### src/sac_pkg.sv
`default_nettype none

package sac_pkg;

    // Register indexes of the configuration port
    localparam int CFG_IDX_W  = 2;
    localparam int CFG_DATA_W = 3;
    localparam logic [CFG_IDX_W-1:0] CFG_POLICY     = 2'd0;
    localparam logic [CFG_IDX_W-1:0] CFG_WAY_SHIFT  = 2'd1;
    localparam logic [CFG_IDX_W-1:0] CFG_SIZE_SHIFT = 2'd2;

    // Command codes of the input transaction
    localparam logic CMD_ACCESS = 1'b0;
    localparam logic CMD_CLEAR  = 1'b1;

    // Replacement policy codes
    localparam logic POLICY_LRU  = 1'b0;
    localparam logic POLICY_FIFO = 1'b1;

    // Largest size shift that takes effect, and largest total index shift
    localparam logic [2:0] SIZE_SHIFT_MAX = 3'd4;
    localparam int         MAX_SHIFT      = 7;

    localparam int SET_NUM_W = 10;
    localparam int COUNT_W   = 32;

    typedef enum logic {
        ST_IDLE,
        ST_LOOKUP
    } state_t;

    typedef struct packed {
        logic hit;
        logic wr_en;
    } upd_status_t;

endpackage

`default_nettype wire

### src/sac_row_update.sv
`default_nettype none

module sac_row_update #(
    parameter int TAG_W  = 25,
    parameter int LANES  = 8,
    parameter int LANE_W = 3
) (
    input  wire logic [LANES-1:0][TAG_W-1:0] tags_in,
    input  wire logic [LANES-1:0]            valid_in,
    input  wire logic                        row_live,
    input  wire logic [TAG_W-1:0]            tag,
    input  wire logic [LANE_W-1:0]           first,
    input  wire logic [LANE_W-1:0]           last,
    input  wire logic                        policy,
    output logic      [LANES-1:0][TAG_W-1:0] tags_out,
    output logic      [LANES-1:0]            valid_out,
    output sac_pkg::upd_status_t             status
);

    import sac_pkg::*;

    logic [LANES-1:0]            vld;
    logic [LANES-1:0]            match;
    logic [LANES-1:0][TAG_W-1:0] up_tag;
    logic [LANES-1:0]            up_vld;
    logic [LANE_W-1:0]           hit_pos;
    logic [LANE_W-1:0]           start;
    logic                        hit;

    assign vld = valid_in & {LANES{row_live}};

    for (genvar w = 0; w < LANES; w++) begin : g_lane
        assign match[w] = (LANE_W'(w) >= first) && (LANE_W'(w) <= last) &&
                          vld[w] && (tags_in[w] == tag);
        // Neighbor toward the newest end, used when the set shifts down
        if (w < LANES - 1) begin : g_up
            assign up_tag[w] = tags_in[w+1];
            assign up_vld[w] = vld[w+1];
        end else begin : g_top
            assign up_tag[w] = tags_in[w];
            assign up_vld[w] = vld[w];
        end
    end

    // Oldest matching slot wins
    always_comb begin
        hit_pos = '0;
        for (int w = LANES - 1; w >= 0; w--) begin
            if (match[w]) begin
                hit_pos = LANE_W'(w);
            end
        end
    end

    assign hit   = |match;
    assign start = hit ? hit_pos : first;

    always_comb begin
        for (int w = 0; w < LANES; w++) begin
            if (LANE_W'(w) == last) begin
                tags_out[w]  = tag;
                valid_out[w] = 1'b1;
            end else if ((LANE_W'(w) >= start) && (LANE_W'(w) < last)) begin
                tags_out[w]  = up_tag[w];
                valid_out[w] = up_vld[w];
            end else begin
                tags_out[w]  = tags_in[w];
                valid_out[w] = vld[w];
            end
        end
    end

    assign status.hit   = hit;
    assign status.wr_en = !hit || (policy == POLICY_LRU);

endmodule

`default_nettype wire

### config.mk
export PLATFORM = sky130hd
export DESIGN_NAME = sac_row_update
export DESIGN_NICKNAME = d
export VERILOG_FILES = /design/src/sac_pkg.sv /design/src/sac_row_update.sv
export SDC_FILE = /design/constraint.sdc
export NUM_CORES = 1
export LEC_CHECK = 0
export ABC_CLOCK_PERIOD_IN_PS = 4870
export CAP_MARGIN = 20
export CORE_AREA = 5 5 173 175
export DETAILED_ROUTE_END_ITERATION = 10
export DIE_AREA = 0 0 178 180
export DONT_BUFFER_PORTS = 1
export PLACE_DENSITY = 0.51
export SLEW_MARGIN = 20
export SYNTH_ARGS = -nofsm -noshare
export SYNTH_HDL_FRONTEND = slang
export SYNTH_SLANG_ARGS = --single-unit
### constraint.sdc
create_clock -name vclk -period 4.87
set_input_delay 0.2435 -clock vclk [all_inputs]
set_output_delay 0.2435 -clock vclk [all_outputs]
set_load 0.05 [all_outputs]
# --- After elaboration in Yosys (flattened, before gate mapping) ---
# Index checks and enable logic that the tools add are counted.
word_totals:
  reg_bits: 0
  in_bits: 241
  out_inout_bits: 210
  word_cells: 121
op_classes:
  n_lt_le_gt_ge: 30
  eq_ne: 15
  n_mux: 39
  n_bitwise: 2
  reduce_logical: 35
op_table:
  columns: ["operator", "count"]
  rows:
  - ["$mux 25", 15]
  - ["$eq 25x25->1", 8]
  - ["$logic_and 1x1->1", 31]
  - ["$mux 3", 9]
  - ["$ge 3x3->1 const A", 7]
  - ["$mux 1", 15]
  - ["$eq 3x3->1 const A", 4]
  - ["$ge 1x3->1 const A", 4]
  - ["$ge 2x3->1 const A", 4]
  - ["$le 3x3->1 const A", 4]
  - ["$lt 3x3->1 const A", 3]
  - ["$and 8x8->8", 1]
  - ["$reduce_or 8->1", 1]
  - ["$eq 2x3->1 const A", 2]
  - ["$le 1x3->1 const A", 2]
  - ["$le 2x3->1 const A", 2]
  - ["$lt 1x3->1 const A", 2]
  - ["$lt 2x3->1 const A", 2]
  - ["$eq 1x3->1 const A", 1]
  - ["$logic_not 3->1", 1]
  - ["$logic_not 1->1", 1]
  - ["$logic_or 1x1->1", 1]
  - ["$not 1->1", 1]

# --- Depth between registers and ports, before layout ---
# Gate-level depths: netlist of run 1.
depth:
  depth_word: 17
  ltp_mapped: 13
  ltp_nobuf: 9

# --- Least setup slack after synthesis of run 1 ---
# OpenSTA, ideal clock, no wires.
synth_timing:
  kind: "input port to output port"
  startpoint: "in tag[16]"
  endpoint: "out valid_out[6]"
  arrival_time_ns: 4.274
  required_time_ns: 4.627
  path_slack_ns: 0.352
  path_stages: 10
  n_path_buf: 1
  cell_sequence: "buf_2 > xor2_1 > or4_1 > or4b_1 > o22ai_2 > nor3_1 > or3_4 > nor2_4 > a21oi_1 > o311ai_0"
synth_via:
  elab_chain_len: 15
  elab_cells_between_ends: 30
  classes_between: "order compare (1); eq/ne (8); mux (11); reduce/logical (10)"
synth_lines:
  columns: ["element", "line_no", "text"]
  rows:
  - ["start: declaration", "sac_row_update.sv:11", "input wire logic [TAG_W-1:0] tag,"]
  - ["$eq 25x25->1", "sac_row_update.sv:34", "vld[w] && (tags_in[w] == tag);"]
  - ["$logic_and 1x1->1", "sac_row_update.sv:34", null]
  - ["$mux 3 (8 in series)", "sac_row_update.sv:49", "if (match[w]) begin"]
  - ["$mux 3 *", "sac_row_update.sv:56", "assign start = hit ? hit_pos : first;"]
  - ["$ge 3x3->1 *", "sac_row_update.sv:63", "end else if ((LANE_W'(w) >= start) && (LANE_W'(w) < last)) begin"]
  - ["$logic_and 1x1->1 *", "sac_row_update.sv:63", null]
  - ["$mux 1 *", "sac_row_update.sv:63", null]
  - ["$mux 1 *", "sac_row_update.sv:60", "if (LANE_W'(w) == last) begin"]
  - ["end: declaration", "sac_row_update.sv:16", "output logic [LANES-1:0] valid_out,"]
# Mark *: on every way between the ends. The rest lies on a longest branch, timed or not.

==> flow_metrics.py, run 1 <==
metrics = {
    "status": {
        "status": "finished clean",
    },
    "pwr": {
        "power_leakage_nw": 3.00,
        "p_per_area_mw_per_mm2": 163,
        "vdd_drop_max_v": 0.0000686,
        "finalPower_mw": 1.48,
    },
    "grt": {
        "antenna_found_initial": 0,
        "grtUsageTotal": 0.280,
        "grt_pass1_vias": 9499,
        "grt_pass1_wl_um": 67500,
        "overflow": 0,
        "grt_max_degree": 63,
    },
    "route": {
        "ant_nets": 0,
        "drc": 0,
        "vias_per_cell": 6.11,
        "wl_per_cell_um": 31.2,
        "drt_iter0_drc": 588,
        "wl_um": 48900,
        "drt_pass1_iterations": 5,
        "via_count": 9561,
    },
    "synth": {
        "yosys.area.top_type": "xnor2_1",
        "synth_warnings": 0,
        "synth_common_cells": "xnor2_1, xor2_1, mux2i_1, nand2_1, o21ai_0",
        "synth.most_common_cell": "xnor2_1",
        "syn_area_sq_mm": 0.00784,
        "ys_seq_area_frac": 0,
        "netlist_top_cells_area": "xnor2_1, mux2i_1, xor2_1",
        "synthCells": 1162,
        "avgSynthCellArea_sq_um": 6.74,
        "yosysTopAreaCellShare": 0.139,
        "ys_types": 60,
        "synthesis.nets": 1403,
    },
    "placed_design": {
        "numPortBuffers": 0,
        "dp_hpwl_um": 39900,
        "dpl_cell_area_sq_mm": 0.00904,
        "dp_slack_ns": 1.05,
        "gp_congestion": 0.916,
    },
    "clock_network": {
        "cts_setup_buffers": 0,
        "postCtsHoldBufs": 0,
        "cts_resized": 0,
    },
    "worst_setup_path": {
        "path_max_fanout": 26,
        "cp_slowest_cell": "nor2_4",
        "critPathKind": "input port to output pin",
        "end_kind": "output pin",
        "cp_data_arrival_time_ns": 3.61,
        "cpPeakStageDelay_ns": 0.58,
        "crit_required_ns": 4.63,
        "startpoint_type": "input port",
        "cp_cell_sequence": "nand4_1 > or4_1 > or4b_1 > o22ai_2 > nor3_1 > or3_4 > nor2_4 > a21oi_1 > a311oi_2 > buf_4",
    },
    "cells_and_area": {
        "clockBufferCount": 0,
        "fin_area_sq_mm": 0.00904,
        "syn_to_final_growth_pct": 15.4,
        "fillers": 3141,
        "diodes": 0,
        "drive_gt1_frac": 0.231,
        "fin_nets": 1423,
        "multi_input_area_sq_mm": 0.00730,
        "seq_cells": 0,
        "regArea_sq_um": 0,
    },
    "sta": {
        "maxSlewHeadroom": 0.385,
        "finalCritPeriodShare": 0.792,
        "clock.fmax_mhz": 259,
        "final_hold_viol_count": 0,
        "fin_ws_ns": 1.01,
        "worst_pin_slew_ns": 0.923,
        "rsz0062_at_grt": "no",
        "whs_ns": 0.758,
        "finalMaxSlewViolations": 0,
        "fin_crit_ns": 3.86,
        "finalSetupViolCount": 0,
        "setup_tns_ns": 0,
    },
    "floorplanning": {
        "num_rows": 62,
        "core_area_sq_mm": 0.0283,
        "start_util": 0.277,
        "io_pins": 451,
        "die_width_um": 178,
        "die-area_sq_mm": 0.0320,
        "die_h_um": 180,
    },
    "flow_run": {
        "max_cap_viol_count": 0,
    },
    "hold_path": {
        "min_path_type": "input port to output pin",
    },
}
==> worst max-delay path, delay by kind of cell <==
kind / cells / cell delay (ns)
AND/OR/NAND/NOR: 6 / 2.37
buffers and inverters: 1 / 0.24
AO/OA/AOI/OAI: 3 / 0.74
==> final timing paths <==
check             depth (start not counted)  startpoint  slack, ns            end
setup / recovery                         10    row_live       1.01  tags_out[166]
hold / removal                            1      policy       0.76      status[0]
==> per-layer routing <==
metal,GRT usage,up-vias,wire (um)
met5,0,-,0
met4,0.107,0,2220
met3,0.0462,96,3820
met2,0.500,573,24000
met1,0.332,4578,18800
li1,-,4314,-
==> area by class of cell <==
cell class / instances / share of cell area
multi-input combinational: 997 / 0.807
tap: 384 / 0.0531
inverter: 30 / 0.0124
timing repair buffer: 153 / 0.127
==> layout by cell type, fill, tap and decap left out, types with 4 or more instances in the layout <==
cell type / n
buf_4: 153
xnor2_1: 124
xor2_1: 78
mux2i_1: 77
nand2_1: 76
nor2_1: 57
nand2b_1: 54
a21oi_1: 53
o21ai_1: 52
nand4_1: 51
o221a_2: 50
nand3_1: 38
nor4_1: 36
inv_1: 30
nand3b_1: 28
o21ai_0: 27
a31oi_1: 25
mux2_2: 25
o22ai_1: 25
a311oi_2: 25
nor3_1: 15
and2_1: 5
nand4b_1: 5
o211ai_1: 4
nor4b_1: 4
or4_1: 4
and4_1: 4
==> cells by family (layout without fill, tap and decap cells) <==
group,count (synthesis),after routing,synth area share
buffers and inverters,165,183,0.0939
AND/OR/NAND/NOR,409,409,0.292
multiplexers,102,102,0.134
XOR/XNOR,202,202,0.226
AO/OA/AOI/OAI,284,284,0.254
==> report_power, final <==
group / switching, mW / leakage, nW / internal, mW / total, mW
clock: 0 / 0 / 0 / 0
sequential: 0 / 0 / 0 / 0
combinational: 1.03 / 3.00 / 0.443 / 1.48
==> through the flow <==
stage | instances | util
floorplan | 1162 | -
detailed placement | 1564 | 0.319
global route | 1564 | 0.319
CTS | 1564 | 0.319
finish | 1564 | 0.319
global placement | 1564 | 0.319
Power figures use the tool's default switching activity.
==> run 2, diff against run 1 <==
Settings changed: ABC_CLOCK_PERIOD_IN_PS 4870 to 4000.
Clock period 4.87 ns to 4 ns, I/O delays scaled along.
==> run 2 against run 1 <==
Compared with the run above: flip-flop and latch count is the same; worst hold slack got worse by 0.084 ns; global-route usage shrank 0.069 points; power is 38% higher; critical path depth stayed put; core utilization up 3.6 points; non-clock buffer count increased by 47; cell area up 11%; routed wire length down 0.31%; cell count is 3.0% higher.
==> flow_metrics.py, run 2 (same netlist as run 1, synthesis figures left out) <==
metrics = {
    "route": {
        "drc": 0,
        "wl_um": 48700,
        "via_count": 9714,
        "drt_iter0_drc": 757,
        "ant_nets": 0,
        "drt_pass1_iterations": 5,
        "wl_per_cell_um": 30.2,
        "vias_per_cell": 6.03,
    },
    "status": {
        "status": "finished clean",
    },
    "worst_setup_path": {
        "path_max_fanout": 26,
        "critPathKind": "input port to output pin",
        "end_kind": "output pin",
        "startpoint_type": "input port",
        "cp_data_arrival_time_ns": 3.52,
        "crit_required_ns": 3.80,
    },
    "sta": {
        "clock.fmax_mhz": 269,
        "rsz0062_at_grt": "no",
        "final_hold_viol_count": 0,
        "finalCritPeriodShare": 0.930,
        "fin_crit_ns": 3.72,
        "finalSetupViolCount": 0,
        "maxSlewHeadroom": 0.387,
        "finalMaxSlewViolations": 0,
        "worst_pin_slew_ns": 0.919,
    },
    "floorplanning": {
        "die-area_sq_mm": 0.0320,
        "die_width_um": 178,
        "die_h_um": 180,
        "num_rows": 62,
        "core_area_sq_mm": 0.0283,
        "start_util": 0.277,
        "io_pins": 451,
    },
    "grt": {
        "overflow": 0,
        "grt_max_degree": 63,
        "grt_pass1_wl_um": 67800,
        "grt_pass1_vias": 9735,
        "grtUsageTotal": 0.279,
        "antenna_found_initial": 0,
    },
    "cells_and_area": {
        "drive_gt1_frac": 0.264,
        "fin_area_sq_mm": 0.0101,
        "fillers": 3066,
        "fin_nets": 1470,
        "clockBufferCount": 0,
        "final_cell_mix": "buf_4, xnor2_1, xor2_1",
        "final_common_cell": "buf_4",
        "syn_to_final_growth_pct": 28.6,
        "multi_input_area_sq_mm": 0.00732,
        "regArea_sq_um": 0,
        "diodes": 0,
        "seq_cells": 0,
    },
    "placed_design": {
        "gp_congestion": 0.888,
        "dp_hpwl_um": 40100,
        "numPortBuffers": 0,
        "dpl_cell_area_sq_mm": 0.0101,
    },
    "clock_network": {
        "postCtsHoldBufs": 0,
        "cts_setup_buffers": 0,
    },
    "pwr": {
        "finalPower_mw": 2.04,
        "power_leakage_nw": 3.48,
        "p_per_area_mw_per_mm2": 202,
        "vdd_drop_max_v": 0.0000875,
    },
    "hold_path": {
        "hold_depth": 3,
        "hold_path_end": "tags_out[81]",
        "hp-start": "tag[6]",
        "min_path_type": "input port to output pin",
    },
    "flow_run": {
        "max_cap_viol_count": 0,
    },
}
## run 2: metal layers
layer / GRT usage / part of all wire / vias to the layer above
li1: - / - / 4404
met1: 0.319 / 0.37 / 4715
met2: 0.526 / 0.52 / 518
met3: 0.0433 / 0.074 / 77
met4: 0.0838 / 0.036 / 0
met5: 0 / 0 / -
## run 2: where the power goes
group	internal [mW]	switching, mW
Clock	0	0
Combinational	0.737	1.30
Sequential	0	0
Total	0.737	1.30
## run 2: worst max-delay path by stage
| stage | startpoint | endpoint | slack (ns) | cells past startpoint |
|---|---|---|---|---|
| finish | row_live | tags_out[55] | 0.28 | 10 |
| global route | row_live | tags_out[53] | 0.17 | 10 |
| CTS | row_live | tags_out[100] | 0.1 | 10 |
| detailed placement | row_live | tags_out[55] | -0.06 | 10 |
| global placement | row_live | tags_out[67] | 0.10 | 10 |
| floorplan | tag[16] | tags_out[171] | -0.03 | 11 |
## run 2: worst max-delay path, stage by stage
cell      delay, ns
nand4_1        0.13
or4_1          0.53
or4b_1         0.55
o22ai_2        0.29
o21bai_1       0.18
a21o_1         0.23
a21oi_1        0.29
or2_2          0.62
o221a_2        0.34
buf_12         0.14
## run 2: cell type report
type,instances,area share
inverter,30,0.0112
multi-input combinational,997,0.726
tap,384,0.0477
timing repair buffer,200,0.215
## run 2: metrics by stage
step / util / setup TNS (ns) / setup slack, ns / cells / hold WS [ns]
2_1_floorplan: - / -0.260 / -0.0327 / 1162 / 0.668
3_3_place_gp: 0.355 / 0 / 0.104 / 1611 / 0.670
3_5_place_dp: 0.355 / -1.10 / -0.0573 / 1611 / 0.674
4_1_cts: 0.355 / 0 / 0.0950 / 1611 / 0.674
5_1_grt: 0.356 / 0 / 0.172 / 1611 / 0.676
6_report: 0.356 / 0 / 0.280 / 1611 / 0.674
## run 2: repair_timing
item,4_1_cts,5_1_grt
resized for setup,1,1
pin swaps,0,0
endpoints found under the setup margin,25,14
==> run 3, diff against run 2 <==
Settings changed: CAP_MARGIN 20 to 40, CORE_AREA 5 5 173 175 to 2 2 175 177, DIE_AREA 0 0 178 180 to 0 0 177 179, PLACE_DENSITY 0.51 to 0.5, SLEW_MARGIN 20 to 40.
==> run 3 against run 2 <==
Compared with the run above: core utilization fell by 1.9 points; first-iteration DRC count rose by 1.5%; critical path depth rose by 1; cell count rose by 0.93%; clock-buffer cell count did not move; worst hold slack got worse by 0.0053 ns; critical endpoint is now tags_out[165]; cell area rose by 0.45%; fmax fell by 0.49%; routed wire length fell by 0.98%.
==> flow_metrics.py, run 3 (same netlist as run 1, synthesis figures left out) <==
metrics = {
    "status": {
        "status": "finished clean",
    },
    "placed_design": {
        "numPortBuffers": 0,
        "gp_congestion": 0.975,
        "dpl_cell_area_sq_mm": 0.0101,
        "dp_hpwl_um": 39400,
    },
    "floorplanning": {
        "die_width_um": 177,
        "io_pins": 451,
        "start_util": 0.261,
        "die-area_sq_mm": 0.0317,
        "num_rows": 64,
        "core_area_sq_mm": 0.0300,
        "die_h_um": 179,
    },
    "cells_and_area": {
        "drive_gt1_frac": 0.263,
        "regArea_sq_um": 0,
        "syn_to_final_growth_pct": 29.2,
        "final_cell_mix": "buf_4, xnor2_1, xor2_1",
        "diodes": 0,
        "fillers": 3226,
        "fin_area_sq_mm": 0.0101,
        "final_common_cell": "buf_4",
        "seq_cells": 0,
        "fin_nets": 1473,
        "clockBufferCount": 0,
    },
    "worst_setup_path": {
        "critPathKind": "input port to output pin",
        "end_kind": "output pin",
        "cp_num_buf_inv": 2,
        "cp_cell_sequence": "xor2_1 > or4_1 > or4b_1 > o22ai_2 > o21bai_1 > a21oi_1 > nand2_1 > nor2_2 > buf_4 > a311oi_2 > buf_4",
        "crit_path_frequent_cell": "buf_4",
        "cpPeakStageDelay_ns": 0.55,
        "cp_top_family": "simple AND/OR/NAND/NOR gates",
        "startpoint_type": "input port",
        "crit_required_ns": 3.80,
        "path_max_fanout": 25,
        "cp_slowest_cell": "or4b_1",
        "cp_data_arrival_time_ns": 3.54,
    },
    "pwr": {
        "p_per_area_mw_per_mm2": 202,
        "vdd_drop_max_v": 0.0000881,
        "finalPower_mw": 2.05,
        "power_leakage_nw": 3.50,
    },
    "route": {
        "drt_pass1_iterations": 7,
        "ant_nets": 0,
        "wl_um": 48200,
        "drt_iter0_drc": 768,
        "via_count": 9888,
        "drc": 0,
        "vias_per_cell": 6.08,
        "wl_per_cell_um": 29.7,
    },
    "grt": {
        "grtUsageMet1": 0.328,
        "grt_max_degree": 63,
        "antenna_found_initial": 0,
        "top_usage_layer": "met2",
        "overflow": 0,
        "grt_pass1_vias": 9349,
        "grt_util_met2": 0.521,
        "grt_pass1_wl_um": 65700,
        "grtUsageTotal": 0.281,
        "met3_usage": 0.0369,
    },
    "sta": {
        "finalMaxSlewViolations": 0,
        "final_hold_viol_count": 0,
        "clock.fmax_mhz": 268,
        "finalSetupViolCount": 0,
        "fin_crit_ns": 3.74,
        "maxSlewHeadroom": 0.458,
        "setup_tns_ns": 0,
        "rsz0062_at_grt": "no",
        "worst_pin_slew_ns": 0.809,
        "whs_ns": 0.669,
        "finalCritPeriodShare": 0.935,
    },
    "clock_network": {
        "postCtsHoldBufs": 0,
        "cts_setup_buffers": 0,
        "cts_resized": 0,
    },
    "flow_run": {
        "max_cap_viol_count": 0,
    },
    "hold_path": {
        "min_path_type": "input port to output pin",
    },
}
[run 3: cell type report]
| cell class | instances | area, sq um | share of cell area |
|---|---|---|---|
| Multi-Input combinational cell | 997 | 7310 | 0.722 |
| Timing Repair Buffer | 203 | 2210 | 0.218 |
| Tap cell | 396 | 495 | 0.0489 |
| Inverter | 30 | 113 | 0.0111 |
[run 3: per-layer routing]
| layer | vias up | part of all wire |
|---|---|---|
| li1 | 4400 | - |
| met1 | 4818 | 0.37 |
| met2 | 591 | 0.51 |
| met3 | 79 | 0.078 |
| met4 | 0 | 0.040 |
| met5 | - | 0 |
[run 3: stage by stage]
step,setup slack [ns],util,instances
2_1_floorplan,-0.0327,-,1162
3_3_place_gp,0.361,0.336,1625
3_5_place_dp,0.336,0.337,1626
4_1_cts,0.330,0.337,1626
5_1_grt,0.153,0.337,1626
6_report,0.262,0.337,1626
[run 3: report_power, final]
group / leakage (nW) / total [mW] / internal (mW) / switching, mW
registers: 0 / 0 / 0 / 0
clock network: 0 / 0 / 0 / 0
logic: 3.50 / 2.05 / 0.741 / 1.30
[run 3: worst min-delay path: stages]
cell and delay [ns]:
nand2_1 0.03, o21ai_1 0.05, buf_4 0.18
[run 3: path summary, 6_finish.rpt]
path	startpoint	end	slack (ns)	cells after the start
setup / recovery	tag[21]	tags_out[165]	0.26	11
hold / removal	tag[5]	tags_out[30]	0.67	3
